===== src/rtl/core/mpr_pkg.sv =====
// Shared types, constants and helper functions for the max pooling core.
// No dependencies; every other file of the block imports this package.
package mpr_pkg;

  localparam int VAL_W    = 16;
  localparam int CNT_W    = 10;
  localparam int DIM_W    = 11;
  localparam int POOL_W   = 4;
  localparam int PCNT_W   = 17;
  localparam int PLANE_W  = 16;
  localparam int OFF_W    = 6;
  localparam int CFG_IDX_W  = 3;
  localparam int CFG_DATA_W = 17;
  localparam int MAX_POOL   = 8;
  localparam int MAX_DIM    = 1024;
  localparam int Q_DEPTH    = 8;
  localparam int Q_AW       = 3;
  localparam int Q_CW       = 4;
  localparam int DEF_MAX_COLS     = 1024;
  localparam int DEF_MASK_ENTRIES = 65536;

  localparam logic [CFG_IDX_W-1:0] CFG_PLANE_ROWS  = 3'd0;
  localparam logic [CFG_IDX_W-1:0] CFG_PLANE_COLS  = 3'd1;
  localparam logic [CFG_IDX_W-1:0] CFG_POOL_ROWS   = 3'd2;
  localparam logic [CFG_IDX_W-1:0] CFG_POOL_COLS   = 3'd3;
  localparam logic [CFG_IDX_W-1:0] CFG_PLANE_COUNT = 3'd4;

  localparam logic MODE_FWD = 1'b0;
  localparam logic MODE_BWD = 1'b1;

  typedef struct packed {
    logic [DIM_W-1:0]  plane_rows;
    logic [DIM_W-1:0]  plane_cols;
    logic [POOL_W-1:0] pool_rows;
    logic [POOL_W-1:0] pool_cols;
    logic [PCNT_W-1:0] plane_count;
  } cfg_t;

  // One queued command: a finished forward window or a backward gradient.
  typedef struct packed {
    logic                    mode;
    logic signed [VAL_W-1:0] value;
    logic [CNT_W-1:0]        row;
    logic [CNT_W-1:0]        col;
    logic [OFF_W-1:0]        off;
  } cmd_t;

  // Ceiling of 2^16 / p: a multiply and shift by 16 gives an exact
  // quotient for every 10-bit dividend.
  function automatic logic [16:0] pool_recip(input logic [POOL_W-1:0] p);
    logic [16:0] r;
    unique case (p)
      4'd2:    r = 17'd32768;
      4'd3:    r = 17'd21846;
      4'd4:    r = 17'd16384;
      4'd5:    r = 17'd13108;
      4'd6:    r = 17'd10923;
      4'd7:    r = 17'd9363;
      4'd8:    r = 17'd8192;
      default: r = 17'd65536;
    endcase
    return r;
  endfunction

endpackage


===== src/rtl/core/mpr_queue.sv =====
// Command queue between the front end and the result sequencer.
// Depends on mpr_pkg for the command type and depth.
module mpr_queue (
  input  logic                      clk,
  input  logic                      rst_n,
  input  logic                      push,
  input  mpr_pkg::cmd_t             push_cmd,
  input  logic                      pop,
  output mpr_pkg::cmd_t             head_cmd,
  output logic                      not_empty,
  output logic [mpr_pkg::Q_CW-1:0]  count
);
  import mpr_pkg::*;

  cmd_t            entry_r [Q_DEPTH];
  logic [Q_AW-1:0] head_r, tail_r;
  logic [Q_CW-1:0] count_r;

  assign head_cmd  = entry_r[head_r];
  assign not_empty = (count_r != '0);
  assign count     = count_r;

  always_ff @(posedge clk) begin
    if (push)
      entry_r[tail_r] <= push_cmd;
  end

  always_ff @(posedge clk) begin
    if (!rst_n) begin
      head_r  <= '0;
      tail_r  <= '0;
      count_r <= '0;
    end else begin
      if (push)
        tail_r <= tail_r + Q_AW'(1);
      if (pop)
        head_r <= head_r + Q_AW'(1);
      if (push && !pop)
        count_r <= count_r + Q_CW'(1);
      else if (pop && !push)
        count_r <= count_r - Q_CW'(1);
    end
  end

  a_no_overflow: assert property (@(posedge clk) disable iff (!rst_n)
    push |-> (count_r < Q_CW'(Q_DEPTH) || pop))
    else $error("command queue overflow");

  a_no_underflow: assert property (@(posedge clk) disable iff (!rst_n)
    pop |-> count_r != '0)
    else $error("command queue underflow");

  a_count_bound: assert property (@(posedge clk) disable iff (!rst_n)
    count_r <= Q_CW'(Q_DEPTH))
    else $error("command queue count out of range");

endmodule


===== config.mk =====
export PLATFORM = sky130hd
export DESIGN_NAME = mpr_queue
export DESIGN_NICKNAME = d
export VERILOG_FILES = /design/src/rtl/core/mpr_pkg.sv /design/src/rtl/core/mpr_queue.sv
export SDC_FILE = /design/constraint.sdc
export NUM_CORES = 1
export LEC_CHECK = 0
export BUFFER_PORTS_ARGS = -buffer_cell sky130_fd_sc_hd__buf_2
export CAP_MARGIN = 20
export CORE_UTILIZATION = 60
export DETAILED_ROUTE_END_ITERATION = 16
export PLACE_DENSITY = 0.87
export SKIP_CTS_REPAIR_TIMING = 1
export SLEW_MARGIN = 40
export SYNTH_ARGS = -nofsm -noshare
export SYNTH_HDL_FRONTEND = slang
export SYNTH_SLANG_ARGS = --single-unit

===== constraint.sdc =====
create_clock -name clk -period 5.3 [get_ports clk]
set_input_delay 1.06 -clock clk [delete_from_list [all_inputs] [get_ports clk]]
set_output_delay 1.06 -clock clk [all_outputs]
set_load 0.05 [all_outputs]

==> qor.txt <==
Clk root buf -> clkbuf_16
Vias in the first global route -> 6697
Tot Pwr -> 6215 µW
Detail Placement HPWL -> 15.10 mm
Slew at the pin with the worst max-slew slack -> 0.7888 ns
Setup TNS -> 0 ns
Starting density of the core -> 0.6115
Worst-Skew Late Latency -> 0.52 ns
Via count -> 6279
Die outline width -> 153.7 µm
Remaining DRCs -> 0
Final setup viols -> 0
Avg Cell Area, Syn -> 24.39 µm²
Register bit total from synthesis -> 357
Gate Count Post-Synth -> 566
GRT Util Overall -> 0.2369
Worst relative slew slack -> 0.4729
Number of flops mapped to enable cells by yosys -> 344
CTS tree -> done
Crit Path Class -> register to primary output
Reg2reg end -> entry_r[2][39]
Post-Syn Nets -> 619
Max Buffers Root-to-Sink -> 3
WP data arrival -> 2.86 ns
Fillers -> 1267
Post-DRT Antenna Nets -> 0
Power density cells -> 391.4 mW/mm²
Clk pwr share -> 0.371
Mean routed wirelength per cell -> 26.56 µm
Fin. max-slew vios -> 0
Total Wirelength -> 26.67 mm
Critical Path Sink Type -> primary output
Final Skew -> 0.02256 ns
Max Cap Viol -> 0
Static leakage -> 0.005264 µW
Via/cell ratio -> 6.254
WP data required -> 4.24 ns
Initial DRC Count -> 466
Htree depth -> 2
Share of cells above drive strength 1 -> 0.3983
R2R setup slack -> 3.02 ns
Synth Warn # -> 0
CP startpoint kind -> register
Outcome -> finished, final reports clean
Register area share after synthesis -> 0.7672
Tightest Hold Check Type -> register to register
Post-Syn Area -> 0.01380 mm²
Core area -> 0.02257 mm²
Reg2reg start -> tail_r[0]
CTS Buf Count -> 35
Post-synth ARST share -> 0
Largest net degree at the start of global routing -> 39
Final period util -> 0.7399
CTS sink cnt -> 357
FMAX -> 255.0 MHz
Clock Pin Slew Worst Setup and Hold Paths -> 0.06 ns
# rows -> 55
Fin. Hold Viols -> 0
Die ar. -> 0.02362 mm²
First-pass GRT wire length -> 40.30 mm
Most common cell after layout, fill and taps aside -> edfxtp_1
RSZ-0062 raised after global routing -> no
Nets -> 746
Drt pass-1 iters -> 5
Port bufs -> 94
Comb pwr share -> 0.114
Die Y -> 153.7 µm
Setup crit end -> head_cmd[32]
Worst hold margin -> 0.5400 ns
Final global-route overflow total -> 0
Num ports -> 95
Area growth from synthesis to layout -> 15.04%
Reg2reg path depth -> 3
Primary FF master, synth -> edfxtp_1
Initial antenna violation count -> 3
Net Sw Frac -> 0.2376
Most frequent cells in the layout -> edfxtp_1 (344), buf_2 (94), mux4_2 (68)
Synth unique cells -> 30
VDD IR max -> 0.3174 mV
Final min period -> 3.922 ns
Worst-path fanout max -> 28
Gpl congestion -> 0.7392
Seq pwr share -> 0.515
Internal power component -> 4738 µW
Switch Pwr -> 1476 µW
## per-stage QoR
| stage | cell area (µm²) | utilization | setup slack, ns | instances |
|---|---|---|---|---|
| finish | 15880 | 0.7035 | 1.378 | 1004 |
| floorplan | 13800 | - | 0.6934 | 566 |
| global placement | 14590 | 0.6463 | 1.924 | 930 |
| detailed placement | 14810 | 0.6562 | 1.838 | 941 |
| global route | 15880 | 0.7034 | 1.209 | 1003 |
| CTS | 15880 | 0.7034 | 1.294 | 1003 |
## Yosys cell counts, types with 5 or more instances
cell type / number / area share
buf_12: 5 / 0.0073
clkbuf_1: 13 / 0.0035
nand2b_1: 5 / 0.0023
mux2_4: 40 / 0.044
nand2_1: 6 / 0.0016
dfxtp_1: 13 / 0.019
edfxtp_1: 344 / 0.75
nor2_1: 7 / 0.0019
ha_1: 5 / 0.0045
mux4_2: 68 / 0.11
mux4_1: 18 / 0.034
and2_1: 6 / 0.0027
## state kept, by name, summed over array words and instances, names as in the netlist, named ones only
signal   count
tail_r       3
head_r       3
count        4
entry_r    344
## power groups by stage
stage	logic [µW]	registers, µW	clock network (µW)
detailed placement	706	3260	0
CTS	714	3210	2340
global placement	663	3270	0
finish	708	3200	2300
floorplan	544	3260	0
global route	742	3210	2440
## cell type report
type                    instances  area, µm²  share of cell area
well taps                     285      356.6             0.02246
repair buffers                117      795.8             0.05011
flip-flops and latches        357      10600              0.6676
multi-input cells             180       3050              0.1921
inverters                       2      7.507           0.0004728
diodes                          1      2.502           0.0001576
clock buffers                  45      934.6             0.05886
clock inverters                17      130.1            0.008195
## worst min-delay path by stage
stage / startpoint / end / slack [ns] / cells past startpoint
after floorplan: tail_r[0] / tail_r[0] / 0.48 / 2
after global placement: count[3] / count[3] / 0.46 / 2
after detailed placement: tail_r[0] / tail_r[0] / 0.51 / 2
after CTS: count[3] / count[3] / 0.53 / 2
after global routing: count[3] / count[3] / 0.56 / 2
final: count[3] / count[3] / 0.54 / 2
## worst max-delay path, cell delays in order, from the launching register on
cell and delay, ns:
dfxtp_4 0.71, buf_4 0.49, mux4_1 0.63, mux2_4 0.29, buf_2 0.21
## kinds of logic after synthesis
family,count (synthesis),synth area share
AO/OA/AOI/OAI,5,0.002266
XOR/XNOR,5,0.003172
adder cells (fa/ha/maj),6,0.005983
buffers and inverters,29,0.01577
flip-flops,357,0.7672
multiplexers,133,0.1941
AND/OR/NAND/NOR,31,0.01151
## metal layers
| layer | GRT usage | vias up | wire (µm) |
|---|---|---|---|
| li1 | - | 2654 | - |
| met1 | 0.2996 | 3281 | 10110 |
| met2 | 0.4009 | 268 | 13750 |
| met3 | 0.05468 | 72 | 1980 |
| met4 | 0.09571 | 4 | 801 |
| met5 | 0 | - | 27 |
No activity file was read; power rests on OpenSTA's default activity.
