===== config.mk =====
export PLATFORM = sky130hd
export DESIGN_NAME = mpr_back_flat
export DESIGN_NICKNAME = d
export VERILOG_FILES = /design/src/rtl/core/mpr_pkg.sv /design/src/rtl/core/mpr_if.sv /design/src/rtl/core/mpr_back.sv /design/src/flat_wrapper.sv
export SDC_FILE = /design/constraint.sdc
export NUM_CORES = 1
export LEC_CHECK = 0
export ABC_AREA = 1
export BUFFER_PORTS_ARGS = -buffer_cell sky130_fd_sc_hd__buf_2
export CORE_ASPECT_RATIO = 0.75
export CORE_UTILIZATION = 45
export DETAILED_ROUTE_END_ITERATION = 10
export GPL_TIMING_DRIVEN = 0
export PLACE_DENSITY = 0.92
export SLEW_MARGIN = 15
export SYNTH_ARGS = -nofsm -noshare
export SYNTH_HDL_FRONTEND = slang
export SYNTH_SLANG_ARGS = --single-unit

===== constraint.sdc =====
create_clock -name clk -period 7 [get_ports clk]
set_input_delay 0.35 -clock clk [delete_from_list [all_inputs] [get_ports clk]]
set_output_delay 0.35 -clock clk [all_outputs]
set_load 0.01 [all_outputs]

===== src/rtl/core/mpr_pkg.sv =====
// Shared types, constants and helper functions for the max pooling core.
// No dependencies; every other file of the block imports this package.
package mpr_pkg;

  localparam int VAL_W    = 16;
  localparam int CNT_W    = 10;
  localparam int DIM_W    = 11;
  localparam int POOL_W   = 4;
  localparam int PCNT_W   = 17;
  localparam int PLANE_W  = 16;
  localparam int OFF_W    = 6;
  localparam int CFG_IDX_W  = 3;
  localparam int CFG_DATA_W = 17;
  localparam int MAX_POOL   = 8;
  localparam int MAX_DIM    = 1024;
  localparam int Q_DEPTH    = 8;
  localparam int Q_AW       = 3;
  localparam int Q_CW       = 4;
  localparam int DEF_MAX_COLS     = 1024;
  localparam int DEF_MASK_ENTRIES = 65536;

  localparam logic [CFG_IDX_W-1:0] CFG_PLANE_ROWS  = 3'd0;
  localparam logic [CFG_IDX_W-1:0] CFG_PLANE_COLS  = 3'd1;
  localparam logic [CFG_IDX_W-1:0] CFG_POOL_ROWS   = 3'd2;
  localparam logic [CFG_IDX_W-1:0] CFG_POOL_COLS   = 3'd3;
  localparam logic [CFG_IDX_W-1:0] CFG_PLANE_COUNT = 3'd4;

  localparam logic MODE_FWD = 1'b0;
  localparam logic MODE_BWD = 1'b1;

  typedef struct packed {
    logic [DIM_W-1:0]  plane_rows;
    logic [DIM_W-1:0]  plane_cols;
    logic [POOL_W-1:0] pool_rows;
    logic [POOL_W-1:0] pool_cols;
    logic [PCNT_W-1:0] plane_count;
  } cfg_t;

  // One queued command: a finished forward window or a backward gradient.
  typedef struct packed {
    logic                    mode;
    logic signed [VAL_W-1:0] value;
    logic [CNT_W-1:0]        row;
    logic [CNT_W-1:0]        col;
    logic [OFF_W-1:0]        off;
  } cmd_t;

  // Ceiling of 2^16 / p: a multiply and shift by 16 gives an exact
  // quotient for every 10-bit dividend.
  function automatic logic [16:0] pool_recip(input logic [POOL_W-1:0] p);
    logic [16:0] r;
    unique case (p)
      4'd2:    r = 17'd32768;
      4'd3:    r = 17'd21846;
      4'd4:    r = 17'd16384;
      4'd5:    r = 17'd13108;
      4'd6:    r = 17'd10923;
      4'd7:    r = 17'd9363;
      4'd8:    r = 17'd8192;
      default: r = 17'd65536;
    endcase
    return r;
  endfunction

endpackage


===== src/rtl/core/mpr_if.sv =====


interface mpr_out_if;
  import mpr_pkg::*;
  logic                    valid;
  logic                    ready;
  logic                    result_mode;
  logic signed [VAL_W-1:0] result_value;
  logic [CNT_W-1:0]        out_row;
  logic [CNT_W-1:0]        out_col;
  logic [OFF_W-1:0]        window_offset;
  logic                    is_winner;
  logic                    last;
  modport source (output valid, result_mode, result_value, out_row, out_col,
                  window_offset, is_winner, last, input ready);
  modport sink   (input valid, result_mode, result_value, out_row, out_col,
                  window_offset, is_winner, last, output ready);
endinterface


===== src/rtl/core/mpr_back.sv =====
// Result sequencer: turns queued commands into result transfers, one per
// forward window and one per window element for a backward gradient.
// Depends on mpr_pkg and mpr_out_if.
module mpr_back (
  input  logic          clk,
  input  logic          rst_n,
  input  mpr_pkg::cfg_t cfg,
  input  mpr_pkg::cmd_t head_cmd,
  input  logic          head_valid,
  output logic          pop,
  mpr_out_if.source     out_ch
);
  import mpr_pkg::*;

  logic [OFF_W-1:0]        k_r;
  logic                    out_valid_r;
  logic                    mode_r, win_r, last_r;
  logic signed [VAL_W-1:0] value_r;
  logic [CNT_W-1:0]        row_r, col_r;
  logic [OFF_W-1:0]        off_r;

  logic [7:0] total;
  logic       load, last_k, hit;

  always_comb begin
    total  = 8'(cfg.pool_rows) * 8'(cfg.pool_cols);
    load   = head_valid && (!out_valid_r || out_ch.ready);
    last_k = (head_cmd.mode == MODE_FWD) || (8'(k_r) == total - 8'd1);
    hit    = (k_r == head_cmd.off);
    pop    = load && last_k;
  end

  always_ff @(posedge clk) begin
    if (!rst_n) begin
      out_valid_r <= 1'b0;
      k_r         <= '0;
    end else begin
      if (load)
        out_valid_r <= 1'b1;
      else if (out_ch.ready)
        out_valid_r <= 1'b0;
      if (load)
        k_r <= last_k ? '0 : k_r + OFF_W'(1);
    end
  end

  always_ff @(posedge clk) begin
    if (load) begin
      mode_r <= head_cmd.mode;
      row_r  <= head_cmd.row;
      col_r  <= head_cmd.col;
      last_r <= last_k;
      if (head_cmd.mode == MODE_FWD) begin
        value_r <= head_cmd.value;
        off_r   <= head_cmd.off;
        win_r   <= 1'b1;
      end else begin
        value_r <= hit ? head_cmd.value : '0;
        off_r   <= k_r;
        win_r   <= hit;
      end
    end
  end

  assign out_ch.valid         = out_valid_r;
  assign out_ch.result_mode   = mode_r;
  assign out_ch.result_value  = value_r;
  assign out_ch.out_row       = row_r;
  assign out_ch.out_col       = col_r;
  assign out_ch.window_offset = off_r;
  assign out_ch.is_winner     = win_r;
  assign out_ch.last          = last_r;

endmodule


===== src/flat_wrapper.sv =====
// flat-port wrapper written by rule: the top's interface ports become plain ports
module mpr_back_flat import mpr_pkg::*;
  (clk, rst_n, cfg, head_cmd, head_valid, pop, out_ch_valid, out_ch_result_mode, out_ch_result_value, out_ch_out_row, out_ch_out_col, out_ch_window_offset, out_ch_is_winner, out_ch_last, out_ch_ready);
  mpr_out_if out_ch_i ();
  input  logic clk;
  input  logic rst_n;
  input  mpr_pkg::cfg_t cfg;
  input  mpr_pkg::cmd_t head_cmd;
  input  logic head_valid;
  output logic pop;
  output wire logic [$bits(out_ch_i.valid)-1:0] out_ch_valid;
  output wire logic [$bits(out_ch_i.result_mode)-1:0] out_ch_result_mode;
  output wire logic [$bits(out_ch_i.result_value)-1:0] out_ch_result_value;
  output wire logic [$bits(out_ch_i.out_row)-1:0] out_ch_out_row;
  output wire logic [$bits(out_ch_i.out_col)-1:0] out_ch_out_col;
  output wire logic [$bits(out_ch_i.window_offset)-1:0] out_ch_window_offset;
  output wire logic [$bits(out_ch_i.is_winner)-1:0] out_ch_is_winner;
  output wire logic [$bits(out_ch_i.last)-1:0] out_ch_last;
  input wire logic [$bits(out_ch_i.ready)-1:0] out_ch_ready;
  assign out_ch_valid = out_ch_i.valid;
  assign out_ch_result_mode = out_ch_i.result_mode;
  assign out_ch_result_value = out_ch_i.result_value;
  assign out_ch_out_row = out_ch_i.out_row;
  assign out_ch_out_col = out_ch_i.out_col;
  assign out_ch_window_offset = out_ch_i.window_offset;
  assign out_ch_is_winner = out_ch_i.is_winner;
  assign out_ch_last = out_ch_i.last;
  assign out_ch_i.ready = out_ch_ready;
  mpr_back u_core (.clk(clk), .rst_n(rst_n), .cfg(cfg), .head_cmd(head_cmd), .head_valid(head_valid), .pop(pop), .out_ch(out_ch_i));
endmodule

==> impl_metrics.json, run 1 <==
{
  "grt_pass1_wl_um": 9411,
  "final_common_cell": "buf_2",
  "crit_chain": "buf_2, nand2_1, ha_1, fa_1, fa_1, inv_1, ha_1, nand2_1, nand2_1, inv_1, nand3_1, nand2_1, nand2_1, nor2_1, nand3_1, a21oi_1, buf_2",
  "grt_max_degree": 55,
  "path_delay_family": "adder cells",
  "required_ps": 6650,
  "hold_class": "input pin to register",
  "cts_buffers": 5,
  "die_area_um2": 6254,
  "min_period_over_period_pct": 53.83,
  "overflow": 0,
  "reg2reg_depth": 8,
  "hold_ws_ps": 204.2,
  "io_buffers": 101,
  "crit_fanout": 5,
  "antenna_left": 0,
  "outcome": "finished clean",
  "design_area_um2": 3366,
  "layout_common_cells": "101 x buf_2, 58 x inv_1, 52 x nand2_1",
  "crit_path_end_kind": "output port",
  "gp_congestion": 0.8245,
  "syn_area_per_cell_um2": 9.579,
  "drc_errors": 0,
  "fin_skew_ps": 9.577,
  "min_period_ps": 3768,
  "h-tree-depth": 2,
  "rsz0062_at_grt": "false",
  "die_w_um": 90.99,
  "startpoint_type": "input pin",
  "place_area_um2": 3272,
  "r2r_slack_ps": 4840,
  "drive_gt1_share_pct": 29.90,
  "antenna_found_initial": 0,
  "synth_largest_area_cell": "edfxtp_1",
  "ys_seq_area_share_pct": 55.81,
  "cp_slowest_cell": "fa_1",
  "clockBufferDepth": 2,
  "wl_um": 6065,
  "relSlewSlack_pct": 30.70,
  "clk_pin_slew_worst_paths_ps": 100,
  "netlist_top_cells_area": "edfxtp_1 51%, inv_1 8.1%, ha_1 8.0%, nand2_1 7.3%, dfxtp_1 5.2%",
  "cts_resized": 0,
  "antenna_cells": 0,
  "die_h_um": 68.74,
  "critPathMostFrequentCell": "nand2_1",
  "drt_iter0_markers": 140,
  "cp-endpoint": "pop",
  "via_count": 2225,
  "cts_hold_buf": 0,
  "drv_slew": 0,
  "cap_violations": 0,
  "cts_setup_buffers": 0,
  "clock.fmax_mhz": 265.4,
  "cp.arrival_ps": 3420,
  "crit_start": "cfg[21]",
  "cpPeakStageDelay_ps": 540,
  "io_pins": 141,
  "ys_ff_latch": 52,
  "track_usage_pct": 19.39,
  "syn-num-nets": 395,
  "leakage_nw": 1.702,
  "post_drt_via_cell_ratio": 4.806,
  "power.density_nw_per_um2": 214.2,
  "clock_latency_ps": 310,
  "dp_hpwl_um": 4656,
  "row_count": 23,
  "root_buffer": "clkbuf_8",
  "drt_pass1_iterations": 4,
  "netlist_area_um2": 2673,
  "ir_drop_mv": 0.1187,
  "path_class": "input pin to output port",
  "cp_num_cells": 17,
  "cts.sinks": 52,
  "yosysTopAreaCellShare_pct": 50.56,
  "synthToLayoutAreaGrowth_pct": 25.94,
  "core_um2": 5525,
  "routedWlPerCell_um": 13.10,
  "hold_viol_final": 0,
  "tightestPinTransition_ps": 1038,
  "r2r-end": "u_core.k_r[5]",
  "syn_inst": 279,
  "initial_core_util_pct": 48.37,
  "setup_violations": 0,
  "cp_num_buf_inv": 4,
  "finalSetupTns_ps": 0,
  "yosysWarnings": 0,
  "nNetsFinal": 503,
  "synth.distinct_cells": 17,
  "grt_pass1_vias": 2091,
  "cts_tree": "yes",
  "r2r-start": "u_core.out_ch.valid"
}
[metal layers]
layer / vias to the layer above / wire, um / share of wire, % / GRT usage [%]
met1: 989 / 2409 / 40 / 23.76
li1: 1107 / - / - / -
met2: 109 / 3130 / 52 / 34.19
met5: - / 0 / 0 / 0
met3: 20 / 385 / 6.3 / 3.838
met4: 0 / 140 / 2.3 / 8.730
[worst min-delay path by stage]
stage / end / cells past startpoint / startpoint
detailed placement: u_core.out_ch.valid / 2 / u_core.out_ch.valid
global route: u_core.out_ch.out_row[8] / 1 / head_cmd[24]
floorplan: u_core.out_ch.out_col[0] / 0 / head_cmd[6]
global placement: u_core.out_ch.valid / 2 / u_core.out_ch.valid
CTS: u_core.out_ch.out_col[3] / 1 / head_cmd[9]
finish: u_core.out_ch.out_row[4] / 1 / head_cmd[20]
[Yosys cell counts]
cell type  count
inv_2          3
clkbuf_1       1
nand3_1       19
fa_1           5
nor4_1         3
a21oi_1       14
ha_1          17
nor3_1         2
dfxtp_1        7
xnor2_1        4
buf_6          1
nor2_1        35
o21ai_0       10
inv_1         58
nand2_1       52
edfxtp_1      45
nand2_2        3
[report_power, final]
part | internal [mW] | switching [mW] | leakage, nW
registers | 0.358 | 0.00551 | 0.500
clock network | 0.0730 | 0.105 | 0.0452
logic | 0.0713 | 0.107 | 1.16
[metrics by stage]
step | instances | util, % | total power, mW | setup slack, ps
finish | 463 | 60.91 | 0.7210 | 3232
global route | 463 | 60.91 | 0.7623 | 3007
CTS | 463 | 60.91 | 0.7216 | 3251
detailed placement | 455 | 59.22 | 0.5471 | 3285
global placement | 455 | 59.22 | 0.5361 | 3382
floorplan | 279 | - | 0.4880 | 3776
[final cells by class]
cell class | count | area, um2
fillers | 465 | 2160
flip-flops and latches | 52 | 1491
plain buffers | 2 | 15.01
inverters | 61 | 229.0
repair buffers | 101 | 505.5
multi-input cells | 164 | 937.1
well taps | 75 | 93.84
clock buffers | 5 | 68.82
clock inverters | 3 | 25.02
[state kept, by name, indices dropped and copies added, names as in the netlist]
name,count
u_core.out_ch.out_row,10
u_core.out_ch.window_offset,6
u_core.out_ch.result_value,16
u_core.k_r,6
u_core.out_ch.valid,1
u_core.out_ch.out_col,10
u_core.out_ch.is_winner,1
u_core.out_ch.result_mode,1
u_core.out_ch.last,1
[cells by family (layout without fill, tap and decap cells)]
| logic type | count (synthesis) | after routing | synth area share (%) |
|---|---|---|---|
| AOI/OAI and AO/OA | 24 | 24 | 4.495 |
| buffers and inverters | 63 | 172 | 9.129 |
| DFF | 52 | 52 | 55.81 |
| and+or+nand+nor | 114 | 114 | 17.56 |
| xor gates and xnor gates | 4 | 4 | 1.311 |
| adders and majority gates | 22 | 22 | 11.70 |
(Power assumes the default switching activity.)
==> inputs of run 2 (changes only) <==
--- a/config.mk
+++ b/config.mk
@@ -8,10 +8,10 @@
 export ABC_AREA = 1
 export BUFFER_PORTS_ARGS = -buffer_cell sky130_fd_sc_hd__buf_2
 export CORE_ASPECT_RATIO = 0.75
-export CORE_UTILIZATION = 45
+export CORE_UTILIZATION = 41
 export DETAILED_ROUTE_END_ITERATION = 10
 export GPL_TIMING_DRIVEN = 0
-export PLACE_DENSITY = 0.92
+export PLACE_DENSITY = 0.89
 export SLEW_MARGIN = 15
 export SYNTH_ARGS = -nofsm -noshare
 export SYNTH_HDL_FRONTEND = slang
==> constraint.sdc (replaced) <==
create_clock -name clk -period 3.2 [get_ports clk]
set_input_delay 0.16 -clock clk [delete_from_list [all_inputs] [get_ports clk]]
set_output_delay 0.16 -clock clk [all_outputs]
set_load 0.01 [all_outputs]
==> run 2 against run 1 <==
  * The flow now finishes with violations (setup timing)
  * Register-to-register slack worse by 3800 ps
  * Worst setup slack worse by 3200 ps
  * Sequential power is 120% higher
  * Critical path depth is 1 higher
  * Flip-flop and latch count stayed put
  * First-iteration DRC count is 34% higher
  * Sequential share of layout area is 1.1 points lower
  * Via count is 1.9% higher
  * Combinational power is 140% higher
  * Clock skew is 4.1 ps lower
  * Critical path type unchanged
  * Largest cell class unchanged
==> impl_metrics.json, run 2 (synthesized netlist as in run 1, its figures left out) <==
{
  "outcome": "complete, but fails checks",
  "failed_checks": "setup timing",
  "cpPeakStageDelay_ps": 530,
  "largest_reg_flops": 16,
  "die_area_um2": 6849,
  "relSlewSlack_pct": 30.90,
  "nNetsFinal": 504,
  "drt_pass1_iterations": 4,
  "cp_num_buf_inv": 4,
  "path_class": "input pin to output port",
  "worst_slack_ps": -7.694,
  "via_count": 2268,
  "startpoint_type": "input pin",
  "clockBufferDepth": 2,
  "antenna_left": 0,
  "fin_skew_ps": 5.458,
  "design_area_um2": 3448,
  "row_count": 25,
  "overflow": 0,
  "track_usage_pct": 16.87,
  "drc_errors": 0,
  "setup_violations": 1,
  "layout_common_cells": "97 x buf_2, 58 x inv_1, 50 x nand2_1",
  "clk_pin_slew_worst_paths_ps": 90,
  "ir_drop_mv": 0.1864,
  "leakage_nw": 1.726,
  "clock_latency_ps": 300,
  "cts_tree": "yes",
  "grt_max_degree": 55,
  "drv_slew": 0,
  "min_period_ps": 3208,
  "wl_um": 5961,
  "grt_pass1_wl_um": 8887,
  "root_buffer": "clkbuf_8",
  "tightestPinTransition_ps": 1035,
  "cp.arrival_ps": 3050,
  "hold_viol_final": 0,
  "power.density_nw_per_um2": 460.6,
  "synthToLayoutAreaGrowth_pct": 29.03,
  "r2r_slack_ps": 1080,
  "cp_slowest_cell": "fa_1",
  "drt_iter0_markers": 187,
  "min_period_over_period_pct": 100.2,
  "grt_pass1_vias": 2060,
  "cap_violations": 0,
  "required_ps": 3040,
  "antenna_cells": 0,
  "io_pins": 141,
  "place_area_um2": 3279,
  "critPathMostFrequentCell": "nand2_1",
  "h-tree-depth": 2,
  "hold_class": "input pin to register",
  "io_buffers": 101,
  "finalSetupTns_ps": -7.694,
  "gp_congestion": 0.8589,
  "path_delay_family": "adder cells",
  "crit_chain": "buf_4, nand2_4, ha_4, fa_1, fa_1, inv_1, ha_4, inv_1, nand2_1, nand2_1, nand2_1, nand2_1, nor2_1, nand2_1, nor2_2, nand3_2, a21oi_2, buf_2",
  "die_h_um": 71.92,
  "n_fill_cell": 551,
  "clock.fmax_mhz": 311.8,
  "die_w_um": 95.23,
  "antenna_found_initial": 0,
  "cts.sinks": 52,
  "drive_gt1_share_pct": 32.65,
  "final_common_cell": "buf_2",
  "core_um2": 6287,
  "crit_fanout": 5,
  "final_core_util_pct": 54.85,
  "cts_buffers": 5,
  "initial_core_util_pct": 42.51,
  "routedWlPerCell_um": 12.68,
  "dp_hpwl_um": 4504,
  "place_ws_ps": -195.0,
  "crit_path_end_kind": "output port",
  "post_drt_via_cell_ratio": 4.826
}
run 2: cell type report:
cell class	instances	area [um2]	share of cell area, %
Buffer	2	15.01	0.4354
Clock buffer	5	68.82	1.996
Clock inverter	3	18.77	0.5443
Inverter	61	229.0	6.640
Multi-Input combinational cell	164	1001	29.03
Sequential cell	52	1491	43.25
Tap cell	81	101.3	2.939
Timing Repair Buffer	102	523.0	15.17
run 2: stage by stage:
stage / hold slack (ps) / total power [mW] / instances
floorplan: 258.9 / 1.067 / 279
global placement: 337.6 / 1.173 / 461
detailed placement: 338.1 / 1.199 / 461
CTS: 22.36 / 1.566 / 470
global route: 13.29 / 1.678 / 470
finish: 28.81 / 1.588 / 470
run 2: path summary, 6_finish.rpt:
kind | cells past startpoint | start | endpoint
max | 18 | cfg[21] | pop
min | 1 | head_cmd[9] | u_core.out_ch.out_col[3]
max reg2reg | 8 | u_core.out_ch.valid | u_core.k_r[5]
min reg2reg | 2 | u_core.out_ch.valid | u_core.out_ch.valid
run 2: report_power, final:
| part | switching, mW | total (mW) | internal (mW) | leakage [nW] |
|---|---|---|---|---|
| combinational | 0.255 | 0.434 | 0.180 | 1.18 |
| clock | 0.205 | 0.358 | 0.153 | 0.0479 |
| sequential | 0.0120 | 0.796 | 0.784 | 0.500 |
| total | 0.472 | 1.59 | 1.12 | 1.73 |
run 2: layer usage:
metal  vias up  share of wire, %  wire length [um]  track usage (%)
met5         -                 0                 0                0
met4         0               1.8               108            5.724
met3        17               9.6               570            5.031
met2       118                48              2864            28.81
met1      1021                41              2417            20.37
li1       1112                 -                 -                -
run 2: repair_timing:
item	4_1_cts	5_1_grt
buffers inserted	1	0
pin swaps	0	6
gates resized for setup	4	11
setup endpoints to repair	1	1
hold buffers	0	0
==> inputs of run 3 (changes only) <==
--- a/config.mk
+++ b/config.mk
@@ -7,7 +7,7 @@
 export LEC_CHECK = 0
 export ABC_AREA = 1
 export BUFFER_PORTS_ARGS = -buffer_cell sky130_fd_sc_hd__buf_2
-export CORE_ASPECT_RATIO = 0.75
+export CORE_MARGIN = 2
 export CORE_UTILIZATION = 41
 export DETAILED_ROUTE_END_ITERATION = 10
 export GPL_TIMING_DRIVEN = 0
==> run 3 against run 2 <==
  * The flow now finishes without violations
  * Utilization increased by 0.39 points
  * Die area increased by 4.8%
  * Combinational power decreased by 4%
  * Critical path depth decreased by 3
  * Sequential share of layout area decreased by 0.48 points
  * Final cell count decreased by 0.85%
  * Global-route usage decreased by 0.23 points
  * Non-clock buffer count increased by 1
  * Worst setup slack improved by 200 ps
  * Critical path type unchanged
  * Largest cell class unchanged
==> impl_metrics.json, run 3 (synthesized netlist as in run 1, its figures left out) <==
{
  "critPathMostFrequentCell": "ha_1",
  "rsz0062_at_grt": "false",
  "worst_slack_ps": 189.1,
  "ir_drop_mv": 0.3781,
  "cp_slowest_cell": "fa_1",
  "grt_pass1_vias": 2070,
  "clk_pin_slew_worst_paths_ps": 90,
  "clock.fmax_mhz": 332.1,
  "relSlewSlack_pct": 30.09,
  "r2r_slack_ps": 1050,
  "drt_pass1_iterations": 4,
  "largest_reg_flops": 16,
  "track_usage_pct": 16.64,
  "leakage_nw": 1.736,
  "power_mw": 1.730,
  "antenna_found_initial": 0,
  "hold_viol_final": 0,
  "power.density_nw_per_um2": 496.2,
  "drv_slew": 0,
  "crit_fanout": 5,
  "min_period_over_period_pct": 94.09,
  "tightestPinTransition_ps": 1047,
  "cp_num_cells": 15,
  "layout_common_cells": "97 x buf_2, 55 x inv_1, 46 x nand2_1",
  "drt_iter0_markers": 168,
  "crit_chain": "buf_4, nand2_1, ha_1, fa_1, inv_1, ha_1, ha_1, a21oi_1, nand3_1, nand3_1, nand2_1, nor2_1, nand3_2, a21oi_2, buf_2",
  "required_ps": 3040,
  "cts_tree": "yes",
  "cp_num_buf_inv": 3,
  "post_drt_via_cell_ratio": 4.721,
  "io_pins": 141,
  "grt_pass1_wl_um": 9349,
  "nNetsFinal": 505,
  "via_count": 2200,
  "startpoint_type": "input pin",
  "die_area_um2": 7180,
  "cts_buffers": 5,
  "cap_violations": 0,
  "fin_skew_ps": 9.086,
  "setup_violations": 0,
  "antenna_left": 0,
  "final_common_cell": "buf_2",
  "row_count": 29,
  "final_core_util_pct": 55.23,
  "place_ws_ps": -66.17,
  "drive_gt1_share_pct": 33.93,
  "routedWlPerCell_um": 12.84,
  "hold_class": "input pin to register",
  "cts.sinks": 52,
  "clock_latency_ps": 310,
  "drc_errors": 0,
  "outcome": "finished clean",
  "overflow": 0,
  "antenna_cells": 0,
  "crit_start": "cfg[20]",
  "cpPeakStageDelay_ps": 540,
  "r2r-start": "u_core.out_ch.valid",
  "path_class": "input pin to output port",
  "h-tree-depth": 2,
  "path_delay_family": "adder cells",
  "synthToLayoutAreaGrowth_pct": 30.48,
  "gp_congestion": 0.8614,
  "wl_um": 5985,
  "clockBufferDepth": 2,
  "min_period_ps": 3011,
  "die_w_um": 84.74,
  "cp.arrival_ps": 2850,
  "grt_max_degree": 55,
  "dp_hpwl_um": 4652,
  "reg2reg_depth": 7,
  "core_um2": 6314,
  "die_h_um": 84.74,
  "n_fill_cell": 522,
  "cp-endpoint": "pop",
  "crit_path_end_kind": "output port",
  "io_buffers": 101,
  "cts_hold_buf": 0,
  "initial_core_util_pct": 42.33,
  "root_buffer": "clkbuf_8",
  "r2r-end": "u_core.k_r[5]"
}
run 3: changes by cell type in the layout (fill, tap and decap cells not counted), moves of 2 or more:
cell,change
inv_2,+3
bufinv_16,+2
nand2_1,-4
inv_1,-3
nand2_2,+5
clkinv_2,-2
run 3: worst min path at each step:
stage,from,to,slack (ps),cells after the start
2_1_floorplan,head_cmd[6],u_core.out_ch.out_col[0],260,0
3_3_place_gp,head_cmd[24],u_core.out_ch.out_row[8],340,1
3_5_place_dp,head_cmd[16],u_core.out_ch.out_row[0],340,1
4_1_cts,head_cmd[11],u_core.out_ch.out_col[5],20,1
5_1_grt,head_cmd[24],u_core.out_ch.out_row[8],10,1
6_report,head_cmd[11],u_core.out_ch.out_col[5],20,1
run 3: final cells by class:
| class | count | area [um2] | area share, % |
|---|---|---|---|
| Buffer | 2 | 15.01 | 0.4306 |
| Clock buffer | 5 | 68.82 | 1.973 |
| Clock inverter | 2 | 60.06 | 1.722 |
| Inverter | 61 | 229.0 | 6.566 |
| Multi-Input combinational cell | 164 | 996.0 | 28.56 |
| Sequential cell | 52 | 1491 | 42.77 |
| Tap cell | 77 | 96.34 | 2.763 |
| Timing Repair Buffer | 103 | 530.5 | 15.21 |
run 3: layer usage:
layer / routed length [um] / track usage [%] / vias to the layer above
met4: 93 / 5.628 / 0
met3: 553 / 4.228 / 8
met1: 2322 / 18.48 / 986
li1: - / - / 1113
met5: 0 / 0 / -
met2: 3015 / 30.78 / 93
run 3: what timing repair did:
item,in CTS,in global routing
buffers inserted,0,2
resized for setup,2,17
pin swaps,0,10
setup endpoints to repair,1,1
cloned,0,0
run 3: stage by stage:
stage	cells	hold WS [ps]	setup TNS, ps	cell area, um2
after CTS	464	17.97	0	3421
after global routing	466	12.19	0	3487
after floorplan	279	258.9	0	2673
final	466	24.01	0	3487
after global placement	457	337.4	-11.28	3274
after detailed placement	457	339.2	-128.5	3274
run 3: where the power goes:
group	switching [mW]	internal [mW]
clock	0.208	0.308
sequential	0.0134	0.784
combinational	0.242	0.175
total	0.464	1.27
